### config.mk
export PLATFORM = sky130hd
export DESIGN_NAME = integer_to_ascii_formatter
export DESIGN_NICKNAME = d
export VERILOG_FILES = /design/src/rtl/itaf_pkg.sv /design/src/rtl/integer_to_ascii_formatter.sv
export SDC_FILE = /design/constraint.sdc
export NUM_CORES = 1
export LEC_CHECK = 0
export ABC_CLOCK_PERIOD_IN_PS = 8800
export BUFFER_PORTS_ARGS = -buffer_cell sky130_fd_sc_hd__buf_2
export CAP_MARGIN = 20
export CELL_PAD_IN_SITES_DETAIL_PLACEMENT = 1
export CELL_PAD_IN_SITES_GLOBAL_PLACEMENT = 1
export CORE_MARGIN = 4
export CORE_UTILIZATION = 25
export DETAILED_ROUTE_END_ITERATION = 16
export MAX_ROUTING_LAYER = met4
export PLACE_DENSITY = 0.58
export SLEW_MARGIN = 25
export SYNTH_ARGS = -nofsm -noshare
export SYNTH_HDL_FRONTEND = slang
export SYNTH_SLANG_ARGS = --single-unit
### constraint.sdc
create_clock -name i_clk -period 8.8 [get_ports i_clk]
set_input_delay 0.44 -clock i_clk [delete_from_list [all_inputs] [get_ports i_clk]]
set_output_delay 0.44 -clock i_clk [all_outputs]
set_load 0.01 [all_outputs]
### src/rtl/itaf_pkg.sv
// Package for the integer to ASCII formatter.
// Holds the sizes, the request and character types, the state codes and the digit mapping.
// No dependencies.
package itaf_pkg;

    localparam int MAX_PAD    = 62;
    localparam int MAX_DIGITS = 20;
    localparam int VAL_W      = 64;
    localparam int SHORT_W    = 32;
    localparam int PAD_IN_W   = 7;
    localparam int CHAR_W     = 8;
    localparam int DIG_W      = 4 * MAX_DIGITS;
    localparam int PAD_W      = $clog2(MAX_PAD + 1);
    localparam int ND_W       = $clog2(MAX_DIGITS + 1);
    localparam int BIT_W      = $clog2(VAL_W);
    localparam int CMP_W      = (PAD_W > ND_W) ? PAD_W : ND_W;

    localparam logic [CHAR_W-1:0] CHAR_ZERO    = 8'h30;
    localparam logic [CHAR_W-1:0] CHAR_X       = 8'h78;
    localparam logic [CHAR_W-1:0] CHAR_UPPER_A = 8'h41;
    localparam logic [CHAR_W-1:0] CHAR_LOWER_A = 8'h61;

    localparam logic [1:0] PRE_NONE  = 2'd0;
    localparam logic [1:0] PRE_X     = 2'd1;
    localparam logic [1:0] PRE_ZERO  = 2'd2;

    typedef struct packed {
        logic [VAL_W-1:0]    value;
        logic                is_long;
        logic                base_hex;
        logic                upper_case;
        logic                hex_prefix;
        logic [PAD_IN_W-1:0] pad_width;
    } t_in_item;

    typedef struct packed {
        logic [CHAR_W-1:0] out_char;
        logic              last;
    } t_out_item;

    typedef enum logic [3:0] {
        S_IDLE = 4'b0001,
        S_CONV = 4'b0010,
        S_SCAN = 4'b0100,
        S_EMIT = 4'b1000
    } t_state;

    function automatic logic [CHAR_W-1:0] digit_char(input logic [3:0] d, input logic upper);
        logic [CHAR_W-1:0] base;
        begin
            base = upper ? CHAR_UPPER_A : CHAR_LOWER_A;
            if (d < 4'd10) begin
                digit_char = CHAR_ZERO + {4'b0000, d};
            end else begin
                digit_char = base + {4'b0000, d} - 8'd10;
            end
        end
    endfunction

endpackage

### src/rtl/integer_to_ascii_formatter.sv
// A request is taken in idle and converted bit-serially over its 32 or 64 bits, by the
// shift-and-add-3 loop in decimal and by plain shifts in hex; leading zeros are scanned off,
// then prefix, padding and digits go out, one character per cycle when the output does not
// stall. One request at a time: the input stalls until the last character is put out.
// Reset: i_rst_n is synchronous and active low; it returns the block to idle with no output.
// Depends on itaf_pkg.
module integer_to_ascii_formatter import itaf_pkg::*; (
    input  logic      i_clk,
    input  logic      i_rst_n,
    input  logic      i_in_valid,
    output logic      o_in_stall,
    input  t_in_item  i_in_data,
    output logic      o_out_valid,
    input  logic      i_out_stall,
    output t_out_item o_out_data
);

    t_state            r_state, n_state;
    logic [VAL_W-1:0]  r_val, n_val;
    logic [DIG_W-1:0]  r_dig, n_dig;
    logic [BIT_W-1:0]  r_bit, n_bit;
    logic              r_hex, n_hex;
    logic              r_upper, n_upper;
    logic [1:0]        r_pre, n_pre;
    logic [PAD_W-1:0]  r_pad_sat, n_pad_sat;
    logic [PAD_W-1:0]  r_pad, n_pad;
    logic [ND_W-1:0]   r_nd, n_nd;
    t_out_item         r_out, n_out;
    logic              r_out_valid, n_out_valid;

    logic [DIG_W-1:0]  adj;
    logic [3:0]        top;
    logic              slot_free;
    logic              is_last;
    logic [CMP_W-1:0]  pad_ext, nd_ext;

    assign top       = r_dig[DIG_W-1 -: 4];
    assign slot_free = !r_out_valid || !i_out_stall;
    assign is_last   = (r_pre == PRE_NONE) && (r_pad == '0) && (r_nd == ND_W'(1));
    assign pad_ext   = CMP_W'(r_pad_sat);
    assign nd_ext    = CMP_W'(r_nd);

    always_comb begin
        for (int k = 0; k < MAX_DIGITS; k++) begin
            if (!r_hex && (r_dig[4*k +: 4] >= 4'd5)) begin
                adj[4*k +: 4] = r_dig[4*k +: 4] + 4'd3;
            end else begin
                adj[4*k +: 4] = r_dig[4*k +: 4];
            end
        end
    end

    always_comb begin
        n_state     = r_state;
        n_val       = r_val;
        n_dig       = r_dig;
        n_bit       = r_bit;
        n_hex       = r_hex;
        n_upper     = r_upper;
        n_pre       = r_pre;
        n_pad_sat   = r_pad_sat;
        n_pad       = r_pad;
        n_nd        = r_nd;
        n_out       = r_out;
        n_out_valid = r_out_valid && i_out_stall;
        unique case (r_state)
            S_IDLE: begin
                if (i_in_valid) begin
                    if (i_in_data.is_long) begin
                        n_val = i_in_data.value;
                        n_bit = BIT_W'(VAL_W - 1);
                    end else begin
                        n_val = {i_in_data.value[SHORT_W-1:0], {(VAL_W-SHORT_W){1'b0}}};
                        n_bit = BIT_W'(SHORT_W - 1);
                    end
                    n_dig   = '0;
                    n_hex   = i_in_data.base_hex;
                    n_upper = i_in_data.upper_case;
                    n_pre   = (i_in_data.base_hex && i_in_data.hex_prefix) ? PRE_ZERO : PRE_NONE;
                    if (i_in_data.pad_width > PAD_IN_W'(MAX_PAD)) begin
                        n_pad_sat = PAD_W'(MAX_PAD);
                    end else begin
                        n_pad_sat = i_in_data.pad_width[PAD_W-1:0];
                    end
                    n_nd    = ND_W'(MAX_DIGITS);
                    n_state = S_CONV;
                end
            end
            S_CONV: begin
                n_dig = {adj[DIG_W-2:0], r_val[VAL_W-1]};
                n_val = {r_val[VAL_W-2:0], 1'b0};
                if (r_bit == '0) begin
                    n_state = S_SCAN;
                end else begin
                    n_bit = r_bit - BIT_W'(1);
                end
            end
            S_SCAN: begin
                if ((top == 4'd0) && (r_nd != ND_W'(1))) begin
                    n_dig = {r_dig[DIG_W-5:0], 4'd0};
                    n_nd  = r_nd - ND_W'(1);
                end else begin
                    if (pad_ext > nd_ext) begin
                        n_pad = PAD_W'(pad_ext - nd_ext);
                    end else begin
                        n_pad = '0;
                    end
                    n_state = S_EMIT;
                end
            end
            S_EMIT: begin
                if (slot_free) begin
                    n_out_valid  = 1'b1;
                    n_out.last   = is_last;
                    if (r_pre == PRE_ZERO) begin
                        n_out.out_char = CHAR_ZERO;
                        n_pre          = PRE_X;
                    end else if (r_pre == PRE_X) begin
                        n_out.out_char = CHAR_X;
                        n_pre          = PRE_NONE;
                    end else if (r_pad != '0) begin
                        n_out.out_char = CHAR_ZERO;
                        n_pad          = r_pad - PAD_W'(1);
                    end else begin
                        n_out.out_char = digit_char(top, r_upper);
                        n_dig          = {r_dig[DIG_W-5:0], 4'd0};
                        n_nd           = r_nd - ND_W'(1);
                        if (is_last) begin
                            n_state = S_IDLE;
                        end
                    end
                end
            end
            default: begin
                n_state = S_IDLE;
            end
        endcase
    end

    always_ff @(posedge i_clk) begin
        if (!i_rst_n) begin
            r_state     <= S_IDLE;
            r_out_valid <= 1'b0;
        end else begin
            r_state     <= n_state;
            r_out_valid <= n_out_valid;
        end
        r_val     <= n_val;
        r_dig     <= n_dig;
        r_bit     <= n_bit;
        r_hex     <= n_hex;
        r_upper   <= n_upper;
        r_pre     <= n_pre;
        r_pad_sat <= n_pad_sat;
        r_pad     <= n_pad;
        r_nd      <= n_nd;
        r_out     <= n_out;
    end

    assign o_in_stall  = (r_state != S_IDLE);
    assign o_out_valid = r_out_valid;
    assign o_out_data  = r_out;

endmodule

==> metrics.txt <==
Synth area leaders edfxtp_1 (51%), ha_1 (6.4%), mux2i_1 (4.8%), nand2_1 (4.5%), o21ai_0 (3.3%); most frequent cells in the layout edfxtp_1 (179), nand2_1 (124), buf_2 (88); status completed; All-Layer GR Usage 11.2%; Unique masters post-synth 53; sequential share of power 48.9%; Psw 0.718 mW; Core Region 41,200 um2; wire per inst 15.5 um; antenna violations before repair 0; CP Class reg -> reg; actual slew at the worst max-slew pin 0.969 ns; die span in y 213 um; RSZ-0062 raised after global routing false; Chip Width 213 um; H-tree Lvls 4; Yosys top cell area share 51.1%; compound-gate portion of the synthesized area 14.6%; final setup vio count 0; post-synthesis cell area 10,500 um2; adder-cell share of the synthesized area 6.61%; Synth Instances 981; Leakage Power 4.68 nW; Die ar. 45,500 um2; layout cell share with drive strength beyond 1 13.6%; nets@finish 1,179; io pins 90; total power draw 2.49 mW; drt total wl 24,600 um; ys flop type edfxtp_1; remaining global-route overflow 0; Fin. Hold Viols 0; CTS Sinks 184; Comb pwr share 18.4%; ANT nets after route 0; first-pass GRT wire length 40,700 um; number of fill cells in the layout 4,600; DRT Pass-1 Iters 5; Final period util 35.3%; Yosys warnings 0; Switching Fraction 28.8%; cts hold-fix bufs 0; TritonCTS Buffers 17; sequential fraction of the synthesis area 52.0%; leading cell type in the layout, fill and taps excluded edfxtp_1; syn nets 1,115; post-synthesis mux area share 4.85%; Hold Path Class in -> reg; CTS tree done; Int Pwr 1.77 mW; crit path launch type flip-flop; Yosys reg bits 184; Inserted Diodes 0; CP Capture Type flip-flop; Async S/R FF share, synth 0%; CTS root buffer clkbuf_16; Max rail drop VDD 0.142 mV; fin util 29.3%; post_cts resized 0; post-CTS setup buffers 0; DRC viols 0; DR vias 7,590; minimum clock period 3.10 ns; Max Fclk 322 MHz; Post-synth EDFFs 179; initial DRC count 386; Slew HR 35.4%; PortBufs 88; DP HPWL 16,100 um; vias per cell 4.78; PD cells 206 nW/um2; WP data arrival 3.15 ns; largest family of logic cells by synthesized area compound AO/OA/AOI/OAI gates; Clock Skews 0.0154 ns; post-synth top area cell edfxtp_1; worst skew pair latency 0.44 ns; Synth Area in XOR/XNOR 3.41%; Worst-path clk slew 0.08 ns; setup TNS 0 ns; WHS 0.193 ns; Max Transition Viols Final 0; Layout Area Growth over Synthesis 14.8%; max-cap violation count 0; vias in the first global route 7,916; initial core utilization 25.6%; largest net degree at the start of global routing 105; Clock power frac 32.7%; num rows 74; GP Congestion 0.771; mean post-synth cell area 10.7 um2; simple-gate portion of the synthesized area 14.1%; CP Max Fanout 74; Data required, critical path 8.85 ns; Clock Tree Buf Depth 2
-- critical path: stages (launching register included) --
cell and delay [ns]:
edfxtp_1 0.46, ha_1 0.22, nor4b_1 0.17, nor4b_1 0.36
and2_1 0.23, nor2_1 0.09, a31oi_4 0.34, buf_4 0.82
-- metrics by stage --
stage,instances,setup WS [ns],area [um2]
floorplan,981,2.63,10500
global placement,1558,5.71,11500
detailed placement,1558,5.64,11500
CTS,1589,5.63,12100
global route,1589,5.46,12100
finish,1589,5.70,12100
-- synth_stat cells (3+ instances only) --
master	instances
or2_2	7
o2111ai_1	10
a21oi_1	48
o211ai_1	13
buf_2	16
a21o_1	22
inv_1	57
a31oi_1	4
nand2_1	125
ha_1	54
nor2b_1	10
xor2_1	10
dfxtp_1	5
clkbuf_1	22
buf_1	6
o21ai_0	69
nand3_1	34
or4_1	21
edfxtp_1	179
buf_4	7
nor2_1	43
and3_1	5
nor3_1	4
and2_1	4
a22o_1	19
nand2b_1	22
xnor2_1	31
nor4b_2	3
o22ai_1	33
or3_1	9
mux2i_1	51
a32oi_1	10
-- area by class of cell --
class                      instances  area [um2]  area share [%]
clock inverter                    13         176            1.46
tap                              532         666            5.51
multi-input combinational        687        4620            38.2
timing repair buffer              97         508            4.20
sequential                       184        5480            45.3
clock buffer                      18         429            3.55
inverter                          58         218            1.80
-- worst paths after layout --
kind	start	to	slack (ns)	cells after the start
worst min register to register	r_val[24]	r_val[25]	0.51	2
worst min-delay path	i_in_data[8]	r_upper	0.19	1
worst max register to register	r_nd[0]	r_dig[41]	5.70	7
worst max-delay path	r_nd[0]	r_dig[41]	5.70	7
-- power by group through the flow --
stage	Clock [mW]	Sequential [mW]	Combinational, mW
after floorplan	0	1.22	0.344
after global placement	0	1.23	0.454
after detailed placement	0	1.24	0.463
after CTS	0.839	1.22	0.466
after global routing	0.877	1.24	0.525
final	0.814	1.22	0.457
-- state kept, by name (all words and copies together) (netlist names), 2 cells and up --
signal,count
o_out_data,8
pad_ext,6
r_bit,6
r_dig,80
r_nd,5
r_pad,6
r_pre,2
r_state,4
r_val,64
-- kinds of logic (layout without fill, tap and decap cells) --
family,Yosys count,count (layout)
buffers and inverters,110,186
muxes,51,51
and+or+nand+nor,298,298
AOI/OAI and AO/OA,241,241
DFF,184,184
xor gates and xnor gates,41,41
other,1,1
adders and majority gates,55,55
-- metal layers --
metal | vias to the layer above | wire [um] | GRT usage (%)
met1 | 3714 | 12500 | 15.3
met3 | 18 | 660 | 2.00
met4 | 0 | 251 | 2.52
met5 | - | 0 | -
li1 | 3739 | - | -
met2 | 119 | 11200 | 17.6
Power figures use the tool's default switching activity.
